File: src/dcp_pkg.sv
// Shared types, widths and helpers for the distance constraint projection core.
// No dependencies; every other file imports this package.
package dcp_pkg;

  localparam int unsigned POS_W      = 32;
  localparam int unsigned CFG_W      = 31;
  localparam int unsigned IDX_W      = 2;
  localparam int unsigned SQ_W       = 64;
  localparam int unsigned SUM_W      = 66;
  localparam int unsigned SQRT_STEPS = 33;
  localparam int unsigned ROOT_W     = 33;
  localparam int unsigned REM_W      = 36;
  localparam int unsigned DIST_W     = 33;
  localparam int unsigned DEV_W      = 34;
  localparam int unsigned DREM_W     = 34;
  localparam int unsigned EXT_W      = 35;

  // Configuration register indexes
  typedef enum logic [IDX_W-1:0] {
    REG_REST_LENGTH = 2'd0,
    REG_LIFT_FORCE  = 2'd1
  } cfg_reg_e;

  // Positions and flags that ride along the whole pipeline
  typedef struct packed {
    logic signed [POS_W-1:0] px;
    logic signed [POS_W-1:0] py;
    logic signed [POS_W-1:0] cx;
    logic signed [POS_W-1:0] cy;
    logic                    neg_x;
    logic                    neg_y;
    logic                    degen;
  } pos_t;

  // State of one square root cell
  typedef struct packed {
    logic [SUM_W-1:0]  s;
    logic [ROOT_W-1:0] root;
    logic [REM_W-1:0]  rem;
  } sqrt_t;

  // Clamp a widened sum to the signed position range
  function automatic logic signed [POS_W-1:0] sat_pos(input logic signed [EXT_W-1:0] v);
    logic signed [EXT_W-1:0] hi;
    logic signed [EXT_W-1:0] lo;
    hi = EXT_W'(32'sh7FFF_FFFF);
    lo = -EXT_W'(33'sh0_8000_0000);
    if (v > hi) begin
      sat_pos = 32'sh7FFF_FFFF;
    end else if (v < lo) begin
      sat_pos = 32'sh8000_0000;
    end else begin
      sat_pos = v[POS_W-1:0];
    end
  endfunction

endpackage

File: src/dcp_div_cell.sv
// One quotient bit of the restoring division for both axes.
// Depends on dcp_pkg for widths.
module dcp_div_cell #(
  parameter int unsigned QW = 17
) (
  input  logic                      clk_i,
  input  logic                      en_i,
  input  logic [dcp_pkg::DIST_W-1:0] dist_i,
  input  logic [dcp_pkg::DREM_W-1:0] rem_x_i,
  input  logic [dcp_pkg::DREM_W-1:0] rem_y_i,
  input  logic [QW-1:0]              q_x_i,
  input  logic [QW-1:0]              q_y_i,
  output logic [dcp_pkg::DIST_W-1:0] dist_o,
  output logic [dcp_pkg::DREM_W-1:0] rem_x_o,
  output logic [dcp_pkg::DREM_W-1:0] rem_y_o,
  output logic [QW-1:0]              q_x_o,
  output logic [QW-1:0]              q_y_o
);
  import dcp_pkg::*;

  logic [DREM_W-1:0] dvs;
  logic              ge_x, ge_y;
  logic [DREM_W-1:0] r_x, r_y;

  // Compare and subtract the divisor, then shift for the next bit
  always_comb begin
    dvs  = {1'b0, dist_i};
    ge_x = (rem_x_i >= dvs);
    ge_y = (rem_y_i >= dvs);
    r_x  = ge_x ? (rem_x_i - dvs) : rem_x_i;
    r_y  = ge_y ? (rem_y_i - dvs) : rem_y_i;
  end

  always_ff @(posedge clk_i) begin
    if (en_i) begin
      dist_o  <= dist_i;
      rem_x_o <= {r_x[DREM_W-2:0], 1'b0};
      rem_y_o <= {r_y[DREM_W-2:0], 1'b0};
      q_x_o   <= {q_x_i[QW-2:0], ge_x};
      q_y_o   <= {q_y_i[QW-2:0], ge_y};
    end
  end

endmodule

File: config.mk
export PLATFORM = sky130hd
export DESIGN_NAME = dcp_div_cell
export DESIGN_NICKNAME = d
export VERILOG_FILES = /design/src/dcp_pkg.sv /design/src/dcp_div_cell.sv
export SDC_FILE = /design/constraint.sdc
export NUM_CORES = 1
export LEC_CHECK = 0
export BUFFER_PORTS_ARGS = -buffer_cell sky130_fd_sc_hd__buf_2
export CORE_AREA = 4 4 130 132
export CTS_BUF_LIST = sky130_fd_sc_hd__clkbuf_16
export CTS_CLUSTER_SIZE = 12
export DETAILED_ROUTE_END_ITERATION = 8
export DIE_AREA = 0 0 134 136
export PLACE_DENSITY = 0.92
export SLEW_MARGIN = 20
export SYNTH_ARGS = -nofsm -noshare
export SYNTH_HDL_FRONTEND = slang
export SYNTH_SLANG_ARGS = --single-unit
File: constraint.sdc
create_clock -name clk_i -period 10 [get_ports clk_i]
set_clock_uncertainty 0.05 [all_clocks]
set_input_delay 0 -clock clk_i [delete_from_list [all_inputs] [get_ports clk_i]]
set_output_delay 0 -clock clk_i [all_outputs]
set_load 0.01 [all_outputs]
==> results of run 1 <==
-- power breakdown --
group,internal [mW],total [mW],switching [mW],leakage [nW]
logic,0.247,0.544,0.298,3.86
registers,0.698,0.716,0.0176,1.30
clock network,0.327,0.607,0.280,0.265
-- flip-flops by register name, indices dropped and copies added, names as in the netlist --
register	flops
dist_o	33
rem_x_o	33
rem_y_o	33
q_x_o	17
q_y_o	17
-- what timing repair did --
action / CTS / global route
resized for setup: 0 / 0
setup endpoints to repair: 0 / 0
hold endpoints to repair: 146 / 0
hold buffers: 132 / 0
-- path summary, 6_finish.rpt --
kind	from	to	slack, ns	cells past startpoint
max	rem_y_i[0]	rem_y_o[6]$_DFFE_PP_	5.53	15
min	rem_y_i[33]	rem_y_o[31]$_DFFE_PP_	0.06	4
-- area by class of cell --
cell class,count,share of cell area
multi-input cells,569,0.358
flip-flops and latches,133,0.331
repair buffers,401,0.222
clock buffers,17,0.0353
well taps,216,0.0224
inverters,60,0.0191
clock inverters,15,0.0113
-- logic make-up (layout without fill, tap and decap cells) --
family / Yosys count / after routing / share of synthesized area
flip-flops: 133 / 133 / 0.461
multiplexers: 50 / 50 / 0.0729
AND/OR/NAND/NOR: 179 / 179 / 0.102
adder cells (fa/ha/maj): 68 / 68 / 0.0999
other: 1 / 2 / 0.000433
buffers and inverters: 85 / 493 / 0.0413
AO/OA/AOI/OAI: 223 / 223 / 0.175
XOR/XNOR: 47 / 47 / 0.0475
-- placed cells by master (no fill, tap or decap), types with 4 or more instances in the layout --
master	instances
ha_1	66
dlygate4sd3_1	132
clkbuf_16	17
o31ai_1	12
xor2_1	15
clkinvlp_4	4
o21ai_0	34
nand4_1	13
a211oi_1	7
nor3_1	17
o21bai_1	5
buf_2	266
mux2_4	19
a21oi_1	57
nor2b_1	6
inv_1	58
o21a_1	13
inv_6	6
mux2_1	22
a21o_1	37
edfxtp_1	133
inv_8	4
o211ai_1	10
nand2_1	40
a21boi_0	5
and3_1	10
mux2_2	7
or2_2	5
a31oi_1	7
nor2_1	48
nand3_1	17
xnor2_1	32
a31o_2	4
-- layer usage --
metal | part of all wire | vias to the layer above | global-route usage
li1 | - | 3776 | -
met4 | 0.048 | 2 | 0.154
met5 | 0.00042 | - | 0
met2 | 0.48 | 504 | 0.530
met3 | 0.082 | 121 | 0.0692
met1 | 0.38 | 3769 | 0.358
-- stage by stage --
stage	total power, mW	setup WS [ns]	area, um2	hold WS [ns]
finish	1.87	5.53	12100	0.0630
floorplan	1.03	6.65	8670	0.0489
global placement	1.19	5.87	10200	0.127
detailed placement	1.20	5.78	10200	0.128
CTS	1.84	5.68	12100	0.0638
global route	1.94	5.38	12100	0.0904
==> reports/metrics.cfg, run 1 <==
[sta]
slew_violations=0
fin_crit_sh=0.447
setup_viol=0
relSlewSlack=0.177
hold_viol=0
tightestPinTransition_ns=1.22
rsz0062_at_grt=no
fin_tns_setup_ns=0
finalCriticalPeriod_ns=4.47
max_freq_ghz=0.224

[floorplan]
core_um2=15700
dieArea_um2=18200
rows=46
die_w_um=134
start_util=0.552
ioPinCount=272
die_y_um=136

[detailed_routing]
dr.first_iter.drc_count=629
vias=8172
ant_nets=0
dr.pass1.iters=6
route.detailed.vias_per_inst=5.79
drc=0
wl_per_cell_um=20.3
wirelength_um=28600

[global_routing]
grt_overflow=0
grt_pass1_wl_um=43300
antenna_found_initial=1
grt_use_total=0.306
grt_max_degree=71
grt_pass1_vias=8220

[critical_path]
end_kind=flip-flop
cp.buffers_inverters=5
critPathKind=in -> reg
critPathMostFrequentCell=inv_1
critical_path.startpoint_type=input pin
cp_top_family=compound AO/OA/AOI/OAI gates
crit_slowest_cell=a2111o_1
crit_chain=dlygate4sd3_1 -> buf_2 -> inv_1 -> ha_1 -> inv_1 -> fa_1 -> a21o_1 -> a221oi_2 -> o221ai_2 -> a2111o_1 -> a211oi_2 -> o31a_4 -> o21a_1 -> inv_6 -> mux2_1
cp_max_fo=27
required_ns=10.13
arrival_ns=4.60
cp_slowest_stage_delay_ns=0.55

[layout]
antenna_cells=0
drive_gt1_frac=0.288
syn2layout_area_growth_pct=39.1
final_core_util=0.767
multi_input_area_um2=4320
nFillCells=1007
stdcell_count=1411
regArea_um2=3990
nNetsFinal=1387

[clock_tree]
cts_max_path_buffers=2
cts_tree=yes
cts.sinks=133
clockRootBuffer=clkbuf_16
cts_setup_buffers=0
htreeDepth=4
clkTransAtPathRegs_ns=0.07
cts_made_buffers=17

[placed_design]
place.gp.congestion=0.928
port-buffer-count=267
dp.cells=1247
place_hpwl_um=19000

[power_and_ir_drop]
pwr_density_cell_nw_per_um2=155
p_leak_nw=5.43
ir_worst_vdd_mv=0.120

[yosys]
synth_enable_flop_cells=133
synth_area_leaders=edfxtp_1 46%, ha_1 9.5%, a21oi_1 3.3%
synth_ff_type=edfxtp_1
avgSynthCellArea_um2=11.0
yosysTopAreaCell=edfxtp_1
ys_seq_area_frac=0.461
synth-seq-cells=133
syn_inst=786
yosysWarnings=0
synth_area_um2=8670
synth.most_common_cell=edfxtp_1
synth_cell_types=71
synth_top_area_frac=0.461
async_flop_share=0
synth.cells.most_frequent=133 x edfxtp_1, 66 x ha_1, 58 x inv_1

[status]
status=completed

[hold_path]
hp-class=in -> reg

[run]
drv_cap=0

Power figures use the tool's default switching activity.
==> inputs of run 2 (changes only) <==
--- a/config.mk
+++ b/config.mk
@@ -6,12 +6,12 @@
 export NUM_CORES = 1
 export LEC_CHECK = 0
 export BUFFER_PORTS_ARGS = -buffer_cell sky130_fd_sc_hd__buf_2
-export CORE_AREA = 4 4 130 132
+export CORE_AREA = 4 4 135 137
 export CTS_BUF_LIST = sky130_fd_sc_hd__clkbuf_16
 export CTS_CLUSTER_SIZE = 12
 export DETAILED_ROUTE_END_ITERATION = 8
-export DIE_AREA = 0 0 134 136
-export PLACE_DENSITY = 0.92
+export DIE_AREA = 0 0 139 141
+export PLACE_DENSITY = 0.87
 export SLEW_MARGIN = 20
 export SYNTH_ARGS = -nofsm -noshare
 export SYNTH_HDL_FRONTEND = slang
==> constraint.sdc (replaced) <==
create_clock -name clk_i -period 4.15 [get_ports clk_i]
set_clock_uncertainty 0.05 [all_clocks]
set_input_delay 0 -clock clk_i [delete_from_list [all_inputs] [get_ports clk_i]]
set_output_delay 0 -clock clk_i [all_outputs]
set_load 0.01 [all_outputs]
==> reports/metrics.cfg, run 2 (synthesized netlist as in run 1, its figures left out) <==
[detailed_routing]
wirelength_um=27100
wl_per_cell_um=19.0
dr.pass1.iters=5
dr.first_iter.drc_count=657
ant_nets=0
drc=0
vias=8045
route.detailed.vias_per_inst=5.65

[power_and_ir_drop]
p_leak_nw=5.48
pwr-share-comb=0.285
switching_share=0.311
internal_power_mw=3.14
sequentialPowerShare=0.379
ir_worst_vdd_mv=0.333
power_switching_mw=1.42
pwr_density_cell_nw_per_um2=375
pwr-share-clk=0.336

[critical_path]
critical_path.startpoint_type=input pin
critPathMostFrequentCell=inv_1
crit_chain=dlygate4sd3_1 -> buf_2 -> inv_1 -> ha_1 -> inv_1 -> fa_1 -> a21o_1 -> a221oi_4 -> o221ai_2 -> a2111o_1 -> a211oi_2 -> o31a_4 -> o21a_1 -> inv_6 -> mux2_1
cp_top_family=compound AO/OA/AOI/OAI gates
cp_slowest_stage_delay_ns=0.54
cp_max_fo=27
critPathLaunch=rem_y_i[0]
cp.buffers_inverters=5
end_kind=flip-flop
crit_cells=15
crit_slowest_cell=dlygate4sd3_1
arrival_ns=4.06
required_ns=4.27
critPathKind=in -> reg

[floorplan]
core_um2=17100
ioPinCount=272
die_y_um=141
start_util=0.508
dieArea_um2=19600
die_w_um=139
rows=48

[layout]
regArea_um2=3990
antenna_cells=0
syn2layout_area_growth_pct=40.0
multi_input_area_um2=4330
largestRegisters=dist_o x33, rem_x_o x33, rem_y_o x33
final_core_util=0.712
final_cell_mix=266 x buf_2, 133 x edfxtp_1, 131 x dlygate4sd3_1
drive_gt1_frac=0.292
nFillCells=1180
nNetsFinal=1392
layout_commonest_cell=buf_2

[run]
drv_cap=0

[sta]
tightestPinTransition_ns=0.973
slew_violations=0
fin_tns_setup_ns=0
relSlewSlack=0.351
max_freq_ghz=0.254
setup_viol=0
rsz0062_at_grt=no
fin_ws_ns=0.208
fin_crit_sh=0.950
finalCriticalPeriod_ns=3.94
hold_viol=0

[global_routing]
grt_pass1_wl_um=41900
antenna_found_initial=0
grt_use_total=0.269
grt_overflow=0
grt_pass1_vias=7967
grt_max_degree=103

[clock_tree]
cts_made_buffers=17
cts_max_path_buffers=2
cts_tree=yes
clkTransAtPathRegs_ns=0.06
cts.sinks=133
htreeDepth=4
clockRootBuffer=clkbuf_16

[hold_path]
hold_path_depth=1
hp-class=in -> reg
hp-start=en_i

[status]
status=completed

[placed_design]
place_hpwl_um=19200
port-buffer-count=267
place.gp.congestion=0.918
dp_slack_ns=0.334

run 2: final cells by class:
cell class	instances	area share
timing repair buffer	406	0.224
inverter	60	0.0190
sequential	133	0.329
clock inverter	15	0.0134
tap	225	0.0232
clock buffer	17	0.0350
multi-input combinational	569	0.357
run 2: path summary, 6_finish.rpt:
kind / slack (ns) / endpoint
worst min-delay path: 0.11 / rem_x_o[28]$_DFFE_PP_
worst max-delay path: 0.21 / rem_y_o[5]$_DFFE_PP_
run 2: stage by stage:
step	std cells	hold WS (ns)	power (mW)	area, um2
floorplan	787	0.0489	2.49	8670
global placement	1262	0.126	2.88	10200
detailed placement	1262	0.128	2.91	10200
CTS	1424	0.00820	4.54	12100
global route	1425	0.130	4.75	12100
finish	1425	0.108	4.55	12100
run 2: power by group through the flow:
stage               combinational [mW]  clock (mW)  sequential, mW
floorplan                        0.650           0            1.84
global placement                  1.14           0            1.74
detailed placement                1.16           0            1.75
CTS                               1.27        1.54            1.72
global route                      1.40        1.61            1.74
finish                            1.30        1.53            1.73
run 2: layer usage:
metal	wire, um	share of wire	track usage	vias to the layer above
li1	-	-	-	3787
met5	0	0	0	-
met4	1080	0.040	0.114	0
met1	10800	0.40	0.332	3756
met3	1940	0.072	0.0590	78
met2	13200	0.49	0.459	424
run 2: timing repair:
| action | in CTS | in global routing |
|---|---|---|
| buffers inserted | 0 | 0 |
| setup endpoints to repair | 0 | 25 |
| hold endpoints to repair | 130 | 1 |
| hold buffers | 130 | 1 |
| resized for setup | 0 | 1 |
