**config.mk**
```make
export PLATFORM = sky130hd
export DESIGN_NAME = dcp_sqrt_cell
export DESIGN_NICKNAME = d
export VERILOG_FILES = /design/src/dcp_pkg.sv /design/src/dcp_sqrt_cell.sv
export SDC_FILE = /design/constraint.sdc
export NUM_CORES = 1
export LEC_CHECK = 0
export BUFFER_PORTS_ARGS = -buffer_cell sky130_fd_sc_hd__buf_2
export CORE_MARGIN = 2
export CORE_UTILIZATION = 31
export DETAILED_ROUTE_END_ITERATION = 8
export GPL_TIMING_DRIVEN = 0
export MAX_ROUTING_LAYER = met4
export PLACE_DENSITY_LB_ADDON = 0.05
export SLEW_MARGIN = 20
export SYNTH_ARGS = -nofsm -noshare
export SYNTH_HDL_FRONTEND = slang
export SYNTH_SLANG_ARGS = --single-unit
```
**constraint.sdc**
```tcl
create_clock -name clk_i -period 3.8 [get_ports clk_i]
set_input_delay 0.95 -clock clk_i [delete_from_list [all_inputs] [get_ports clk_i]]
set_output_delay 0.95 -clock clk_i [all_outputs]
set_load 0.02 [all_outputs]
```
**src/dcp_pkg.sv**
```systemverilog
// Shared types, widths and helpers for the distance constraint projection core.
// No dependencies; every other file imports this package.
package dcp_pkg;

  localparam int unsigned POS_W      = 32;
  localparam int unsigned CFG_W      = 31;
  localparam int unsigned IDX_W      = 2;
  localparam int unsigned SQ_W       = 64;
  localparam int unsigned SUM_W      = 66;
  localparam int unsigned SQRT_STEPS = 33;
  localparam int unsigned ROOT_W     = 33;
  localparam int unsigned REM_W      = 36;
  localparam int unsigned DIST_W     = 33;
  localparam int unsigned DEV_W      = 34;
  localparam int unsigned DREM_W     = 34;
  localparam int unsigned EXT_W      = 35;

  // Configuration register indexes
  typedef enum logic [IDX_W-1:0] {
    REG_REST_LENGTH = 2'd0,
    REG_LIFT_FORCE  = 2'd1
  } cfg_reg_e;

  // Positions and flags that ride along the whole pipeline
  typedef struct packed {
    logic signed [POS_W-1:0] px;
    logic signed [POS_W-1:0] py;
    logic signed [POS_W-1:0] cx;
    logic signed [POS_W-1:0] cy;
    logic                    neg_x;
    logic                    neg_y;
    logic                    degen;
  } pos_t;

  // State of one square root cell
  typedef struct packed {
    logic [SUM_W-1:0]  s;
    logic [ROOT_W-1:0] root;
    logic [REM_W-1:0]  rem;
  } sqrt_t;

  // Clamp a widened sum to the signed position range
  function automatic logic signed [POS_W-1:0] sat_pos(input logic signed [EXT_W-1:0] v);
    logic signed [EXT_W-1:0] hi;
    logic signed [EXT_W-1:0] lo;
    hi = EXT_W'(32'sh7FFF_FFFF);
    lo = -EXT_W'(33'sh0_8000_0000);
    if (v > hi) begin
      sat_pos = 32'sh7FFF_FFFF;
    end else if (v < lo) begin
      sat_pos = 32'sh8000_0000;
    end else begin
      sat_pos = v[POS_W-1:0];
    end
  endfunction

endpackage

```
**src/dcp_sqrt_cell.sv**
```systemverilog
// One digit-pair step of the restoring integer square root.
// Depends on dcp_pkg for the sqrt_t cell state.
module dcp_sqrt_cell (
  input  logic            clk_i,
  input  logic            en_i,
  input  dcp_pkg::sqrt_t  st_i,
  output dcp_pkg::sqrt_t  st_o
);
  import dcp_pkg::*;

  logic [REM_W-1:0] rem_sh;
  logic [REM_W-1:0] trial;
  logic             ge;
  sqrt_t            st_d, st_q;

  // Bring down the next bit pair and try the subtraction
  always_comb begin
    rem_sh    = {st_i.rem[REM_W-3:0], st_i.s[SUM_W-1:SUM_W-2]};
    trial     = {1'b0, st_i.root, 2'b01};
    ge        = (rem_sh >= trial);
    st_d.s    = {st_i.s[SUM_W-3:0], 2'b00};
    st_d.rem  = ge ? (rem_sh - trial) : rem_sh;
    st_d.root = {st_i.root[ROOT_W-2:0], ge};
  end

  // Hand the state to the next cell
  always_ff @(posedge clk_i) begin
    if (en_i) begin
      st_q <= st_d;
    end
  end

  assign st_o = st_q;

endmodule

```
==> metrics.log, run 1 <==
[metrics] outcome: complete, no violations
[metrics] cell family contributing the most delay on the critical path: compound AO/OA/AOI/OAI gates
[metrics] number of vias after detailed routing: 4796
[metrics] Critical Path Source Type: input pin
[metrics] average cell area after synthesis: 13.8 um2
[metrics] total of endpoints with negative setup slack in the final report: 0
[metrics] power per cell area: 502 nW/um2
[metrics] antenna violation net count after detailed routing: 0
[metrics] worst min-delay path endpoint: st_o[105]
[metrics] Die ar.: 22400 um2
[metrics] NumNets Final: 937
[metrics] detail-routed net length per standard cell: 16.2 um
[metrics] number of detailed-route iterations in the first pass: 4
[metrics] post-DR vias/cell: 4.55
[metrics] H-tree depth reported by CTS: 4
[metrics] remaining routing DRC violations: 0
[metrics] Die Ht: 150 um
[metrics] post-synthesis instance area: 6580 um2
[metrics] initial antenna violation count: 2
[metrics] commonest register cell after synthesis: sky130_fd_sc_hd__edfxtp_1
[metrics] # IOs: 272
[metrics] cell count after synthesis: 477
[metrics] flip-flop count of the largest register, all copies and words added: 133
[metrics] kind of path behind the tightest hold check: input pin to flop
[metrics] HPWL after detailed placement: 13100 um
[metrics] largest net degree at the start of global routing: 82
[metrics] final critical-path setup slack: 0.188 ns
[metrics] Total Routing Usage GR: 0.154
[metrics] count of maximum capacitance violations: 0
[metrics] Setup CP Type: input pin to flop
[metrics] TritonCTS clock tree: yes
[metrics] number of different library cells in the post-synthesis netlist: 56
[metrics] number of flip-flops and latches in the synthesized netlist: 133
[metrics] multi-input logic area: 2340 um2
[metrics] share of final-layout standard cells stronger than drive strength 1: 0.452
[metrics] Worst Path Buf+Inv: 3
[metrics] proportion of synthesized chip area in sequential cells: 0.607
[metrics] post-CTS setup buffers: 0
[metrics] final total negative setup slack: 0 ns
[metrics] min Tclk post-route: 3.61 ns
[metrics] critical path required time: 3.97 ns
[metrics] worst supply voltage drop on vdd: 0.283 mV
[metrics] cells traversed along the worst timing path: buf_2, ha_1, nor2b_4, o311ai_2, a32oi_2, a31oi_4, o211ai_4, a41o_4, a21oi_4, inv_4, buf_6, mux2_4
[metrics] highest-count cells in the layout ignoring fill and taps: sky130_fd_sc_hd__buf_2 (266), sky130_fd_sc_hd__edfxtp_1 (133), sky130_fd_sc_hd__inv_1 (47), sky130_fd_sc_hd__ha_1 (35), sky130_fd_sc_hd__a21oi_1 (33)
[metrics] Layout Area Growth over Synthesis: 35.3%
[metrics] vias in the first global route: 4793
[metrics] actual transition at the worst max-transition pin: 0.566 ns
[metrics] post-route non-filler standard cell count: 1054
[metrics] biggest fanout along the worst timing path: 10
[metrics] Max-Slew Margin vs Limit: 0.620
[metrics] effective utilization at floorplan: 0.314
[metrics] Worst-path clk slew: 0.06 ns
[metrics] total length of routed wires: 17000 um
[metrics] unrepaired setup endpoints after global routing: no
[metrics] EDFF count, synth: 133
[metrics] number of sinks driven by the clock tree: 133
[metrics] final weighted congestion in routability-driven placement: 0.845
[metrics] core area: 21000 um2
[metrics] Hold Path Stages: 1
[metrics] Placed Cells: 1021
[metrics] filler cell count: 2049
[metrics] buffers from clock root to sink, at most: 2
[metrics] Ys Warns: 0
[metrics] buffer type at the clock tree root: sky130_fd_sc_hd__clkbuf_16
[metrics] element type at the critical path end: flop
[metrics] leakage power summed over all cells: 3.99 nW
[metrics] worst-path cell with the longest stage delay: sky130_fd_sc_hd__a41o_4
[metrics] total congestion overflow after global routing: 0
[metrics] first-pass GRT wire length: 25600 um
[metrics] leading cell type in the layout, fill and taps excluded: sky130_fd_sc_hd__buf_2
[metrics] launch point of the worst hold path: st_i[103]
[metrics] footprint of the flip-flops and latches: 3990 um2
[metrics] post-synthesis async set-or-reset flop share: 0
[metrics] maximum single-stage delay on the critical path: 0.36 ns
[metrics] 1st-iter DRT viols: 193
[metrics] number of buffers created by CTS: 17
[metrics] # rows: 53
[metrics] final hold viol count: 0
[metrics] WP data arrival: 3.78 ns
[metrics] portion of the clock cycle consumed by the worst path in the final layout: 0.951
[metrics] final number of max-transition violations: 0
[metrics] number of input and output port buffers inserted: 267
[metrics] maximum clock frequency: 0.277 GHz
[metrics] worst slack after detailed placement: -0.327 ns
[metrics] Die Wd: 150 um
[metrics] number of hold buffers added after cts: 0
## per-layer routing
metal  vias to the layer above  wire (um)  GRT usage
met5                         -          0          -
met4                         0        249     0.0524
met3                        16       1590     0.0491
met2                       197       7860      0.241
met1                      2214       7340      0.190
li1                       2369          -          -
## synth_stat cells (9+ instances only)
master / number / share of area
sky130_fd_sc_hd__o21ai_0: 20 / 0.015
sky130_fd_sc_hd__a21o_1: 9 / 0.010
sky130_fd_sc_hd__inv_1: 47 / 0.027
sky130_fd_sc_hd__ha_1: 35 / 0.067
sky130_fd_sc_hd__xor2_1: 12 / 0.016
sky130_fd_sc_hd__nor2_1: 12 / 0.0068
sky130_fd_sc_hd__and3_1: 11 / 0.010
sky130_fd_sc_hd__mux2_4: 26 / 0.059
sky130_fd_sc_hd__a21oi_1: 33 / 0.025
sky130_fd_sc_hd__nand2_1: 27 / 0.015
sky130_fd_sc_hd__edfxtp_1: 133 / 0.61
sky130_fd_sc_hd__xnor2_1: 19 / 0.025
sky130_fd_sc_hd__nand3_1: 9 / 0.0068
## repair_timing
action / in CTS / in global routing
endpoints found under the setup margin: 0 / 26
hold endpoints to repair: 0 / 0
gates resized for setup: 0 / 1
## worst max path at each step
| stage | startpoint | end | slack, ns | depth (start not counted) |
|---|---|---|---|---|
| finish | st_i[0] | st_o[23] | 0.19 | 12 |
| CTS | st_i[22] | st_o[23] | 0.1 | 12 |
| global placement | st_i[22] | st_o[27] | -0.30 | 12 |
| floorplan | st_i[36] | st_o[10] | 0.22 | 12 |
| detailed placement | st_i[22] | st_o[27] | -0.33 | 12 |
| global route | st_i[36] | st_o[18] | 0.04 | 13 |
## kinds of logic after synthesis
family / Yosys count / share of synthesized area
and+or+nand+nor: 88 / 0.0685
adders and majority gates: 35 / 0.0666
AOI/OAI and AO/OA: 100 / 0.109
DFF: 133 / 0.607
xor gates and xnor gates: 31 / 0.0413
other: 1 / 0.000570
buffers and inverters: 57 / 0.0375
muxes: 32 / 0.0694
## where the power goes
group	total [W]	internal [W]	switching (W)	leakage (nW)
sequential	0.00183	0.00180	0.0000325	1.30
combinational	0.000961	0.000404	0.000558	2.41
clock	0.00167	0.000983	0.000692	0.281
## per-stage QoR
step | area [um2] | hold WS (ns) | total power [W] | util
after floorplan | 6580 | 1.05 | 0.00249 | -
after global placement | 8260 | 1.13 | 0.00283 | 0.394
after detailed placement | 8300 | 1.13 | 0.00283 | 0.396
after CTS | 8890 | 0.684 | 0.00454 | 0.424
after global routing | 8900 | 0.675 | 0.00468 | 0.425
final | 8900 | 0.704 | 0.00446 | 0.425
## layout make-up
| type | count | area share |
|---|---|---|
| Timing Repair Buffer | 268 | 0.154 |
| Antenna cell | 2 | 0.000562 |
| Multi-Input combinational cell | 288 | 0.263 |
| Clock buffer | 17 | 0.0478 |
| Clock inverter | 14 | 0.0187 |
| Tap cell | 275 | 0.0387 |
| Buffer | 9 | 0.00717 |
| Sequential cell | 133 | 0.449 |
| Inverter | 48 | 0.0205 |
(Power assumes the default switching activity.)
==> run 2: changes to the inputs <==
clock period = 3.4 ns   (was 3.8 ns; I/O delays follow)
==> metrics.log, run 2 (synthesis gave the netlist of run 1 again) <==
[metrics] actual transition at the worst max-transition pin: 0.521 ns
[metrics] first-pass GRT wire length: 25500 um
[metrics] final weighted congestion in routability-driven placement: 0.846
[metrics] buffers from clock root to sink, at most: 2
[metrics] final critical-path setup slack: 0.0971 ns
[metrics] Placed Cells: 1021
[metrics] min Tclk post-route: 3.30 ns
[metrics] portion of the clock cycle consumed by the worst path in the final layout: 0.971
[metrics] Layout Area Growth over Synthesis: 36.2%
[metrics] antenna violation net count after detailed routing: 0
[metrics] TritonCTS clock tree: yes
[metrics] post-DR vias/cell: 4.62
[metrics] effective utilization at floorplan: 0.314
[metrics] number of sinks driven by the clock tree: 133
[metrics] Worst-path clk slew: 0.06 ns
[metrics] multi-input logic area: 2410 um2
[metrics] core area: 21000 um2
[metrics] post-route non-filler standard cell count: 1056
[metrics] biggest fanout along the worst timing path: 10
[metrics] Total Routing Usage GR: 0.153
[metrics] share of final-layout standard cells stronger than drive strength 1: 0.467
[metrics] largest net degree at the start of global routing: 93
[metrics] Die Ht: 150 um
[metrics] buffer type at the clock tree root: sky130_fd_sc_hd__clkbuf_16
[metrics] worst supply voltage drop on vdd: 0.309 mV
[metrics] Max-Slew Margin vs Limit: 0.649
[metrics] # rows: 53
[metrics] NumNets Final: 939
[metrics] outcome: complete, no violations
[metrics] H-tree depth reported by CTS: 4
[metrics] leakage power summed over all cells: 4.00 nW
[metrics] maximum clock frequency: 0.303 GHz
[metrics] kind of path behind the tightest hold check: input pin to flop
[metrics] Setup CP Type: input pin to flop
[metrics] final hold viol count: 0
[metrics] number of buffers created by CTS: 17
[metrics] number of detailed-route iterations in the first pass: 4
[metrics] remaining routing DRC violations: 0
[metrics] 1st-iter DRT viols: 189
[metrics] total of endpoints with negative setup slack in the final report: 0
[metrics] critical path required time: 3.56 ns
[metrics] total length of routed wires: 17100 um
[metrics] Die ar.: 22400 um2
[metrics] element type at the critical path end: flop
[metrics] # IOs: 272
[metrics] filler cell count: 2061
[metrics] HPWL after detailed placement: 13100 um
[metrics] Hold Path Stages: 1
[metrics] total congestion overflow after global routing: 0
[metrics] detail-routed net length per standard cell: 16.2 um
[metrics] Die Wd: 150 um
[metrics] Design Power: 0.00490 W
[metrics] power per cell area: 547 nW/um2
[metrics] worst slack after detailed placement: -0.625 ns
[metrics] worst min-delay path endpoint: st_o[99]
[metrics] number of input and output port buffers inserted: 267
[metrics] highest-count cells in the layout ignoring fill and taps: sky130_fd_sc_hd__buf_2 (266), sky130_fd_sc_hd__edfxtp_1 (133), sky130_fd_sc_hd__inv_1 (47), sky130_fd_sc_hd__a21oi_1 (32), sky130_fd_sc_hd__ha_1 (32)
[metrics] final total negative setup slack: 0 ns
[metrics] Critical Path Source Type: input pin
[metrics] final number of max-transition violations: 0
[metrics] number of hold buffers added after cts: 0
[metrics] footprint of the flip-flops and latches: 3990 um2
[metrics] leading cell type in the layout, fill and taps excluded: sky130_fd_sc_hd__buf_2
[metrics] flip-flop count of the largest register, all copies and words added: 133
[metrics] vias in the first global route: 4874
[metrics] number of vias after detailed routing: 4881
[metrics] count of maximum capacitance violations: 0
[metrics] launch point of the worst hold path: st_i[97]
[metrics] WP data arrival: 3.47 ns
[metrics] initial antenna violation count: 2
-- run 2: changes by cell type in the layout (fill, tap and decap cells not counted), moves of 3 or more --
| cell | delta |
|---|---|
| sky130_fd_sc_hd__clkinv_2 | +3 |
| sky130_fd_sc_hd__clkbuf_1 | -3 |
| sky130_fd_sc_hd__ha_1 | -3 |
| sky130_fd_sc_hd__buf_4 | +5 |
| sky130_fd_sc_hd__inv_6 | -3 |
-- run 2: worst max-delay path: stages --
cell,delay [ns]
sky130_fd_sc_hd__buf_2,0.11
sky130_fd_sc_hd__inv_1,0.04
sky130_fd_sc_hd__ha_1,0.35
sky130_fd_sc_hd__o21a_1,0.19
sky130_fd_sc_hd__o311ai_4,0.12
sky130_fd_sc_hd__a32oi_2,0.30
sky130_fd_sc_hd__a31oi_4,0.17
sky130_fd_sc_hd__o211ai_4,0.27
sky130_fd_sc_hd__a41o_4,0.29
sky130_fd_sc_hd__a21oi_4,0.08
sky130_fd_sc_hd__inv_4,0.14
sky130_fd_sc_hd__buf_6,0.21
sky130_fd_sc_hd__mux2_4,0.31
-- run 2: worst max path at each step --
stage	end	slack, ns	from
floorplan	st_o[10]	0.03	st_i[36]
global placement	st_o[27]	-0.62	st_i[22]
detailed placement	st_o[20]	-0.62	st_i[22]
CTS	st_o[20]	0.003	st_i[53]
global route	st_o[34]	-0.008	st_i[58]
finish	st_o[15]	0.1	st_i[37]
-- run 2: where the power goes --
| group | switching (W) | internal, W |
|---|---|---|
| registers | 0.0000366 | 0.00201 |
| logic | 0.000635 | 0.000468 |
| clock network | 0.000742 | 0.00101 |
-- run 2: area by class of cell --
cell class | instances | share of cell area
diodes | 2 | 0.000559
plain buffers | 6 | 0.00628
clock buffers | 17 | 0.0475
clock inverters | 14 | 0.0147
inverters | 48 | 0.0204
multi-input cells | 288 | 0.269
flip-flops and latches | 133 | 0.446
well taps | 275 | 0.0384
repair buffers | 273 | 0.157
-- run 2: through the flow --
stage	hold WS (ns)	utilization	cell area, um2
floorplan	0.949	-	6600
global placement	1.03	0.395	8280
detailed placement	1.03	0.397	8310
CTS	0.584	0.426	8920
global route	0.581	0.428	8960
finish	0.606	0.428	8960
-- run 2: what timing repair did --
| item | 4_1_cts | 5_1_grt |
|---|---|---|
| setup buffers | 3 | 2 |
| setup endpoints to repair | 33 | 28 |
| resized for setup | 5 | 7 |
| pin swaps | 4 | 3 |
-- run 2: metal layers --
metal  GRT usage  part of all wire  vias to the layer above
li1            -                 -                     2365
met1       0.189              0.44                     2315
met2       0.243              0.47                      185
met3      0.0433             0.077                       16
met4      0.0514             0.013                        0
met5           -                 0                        -
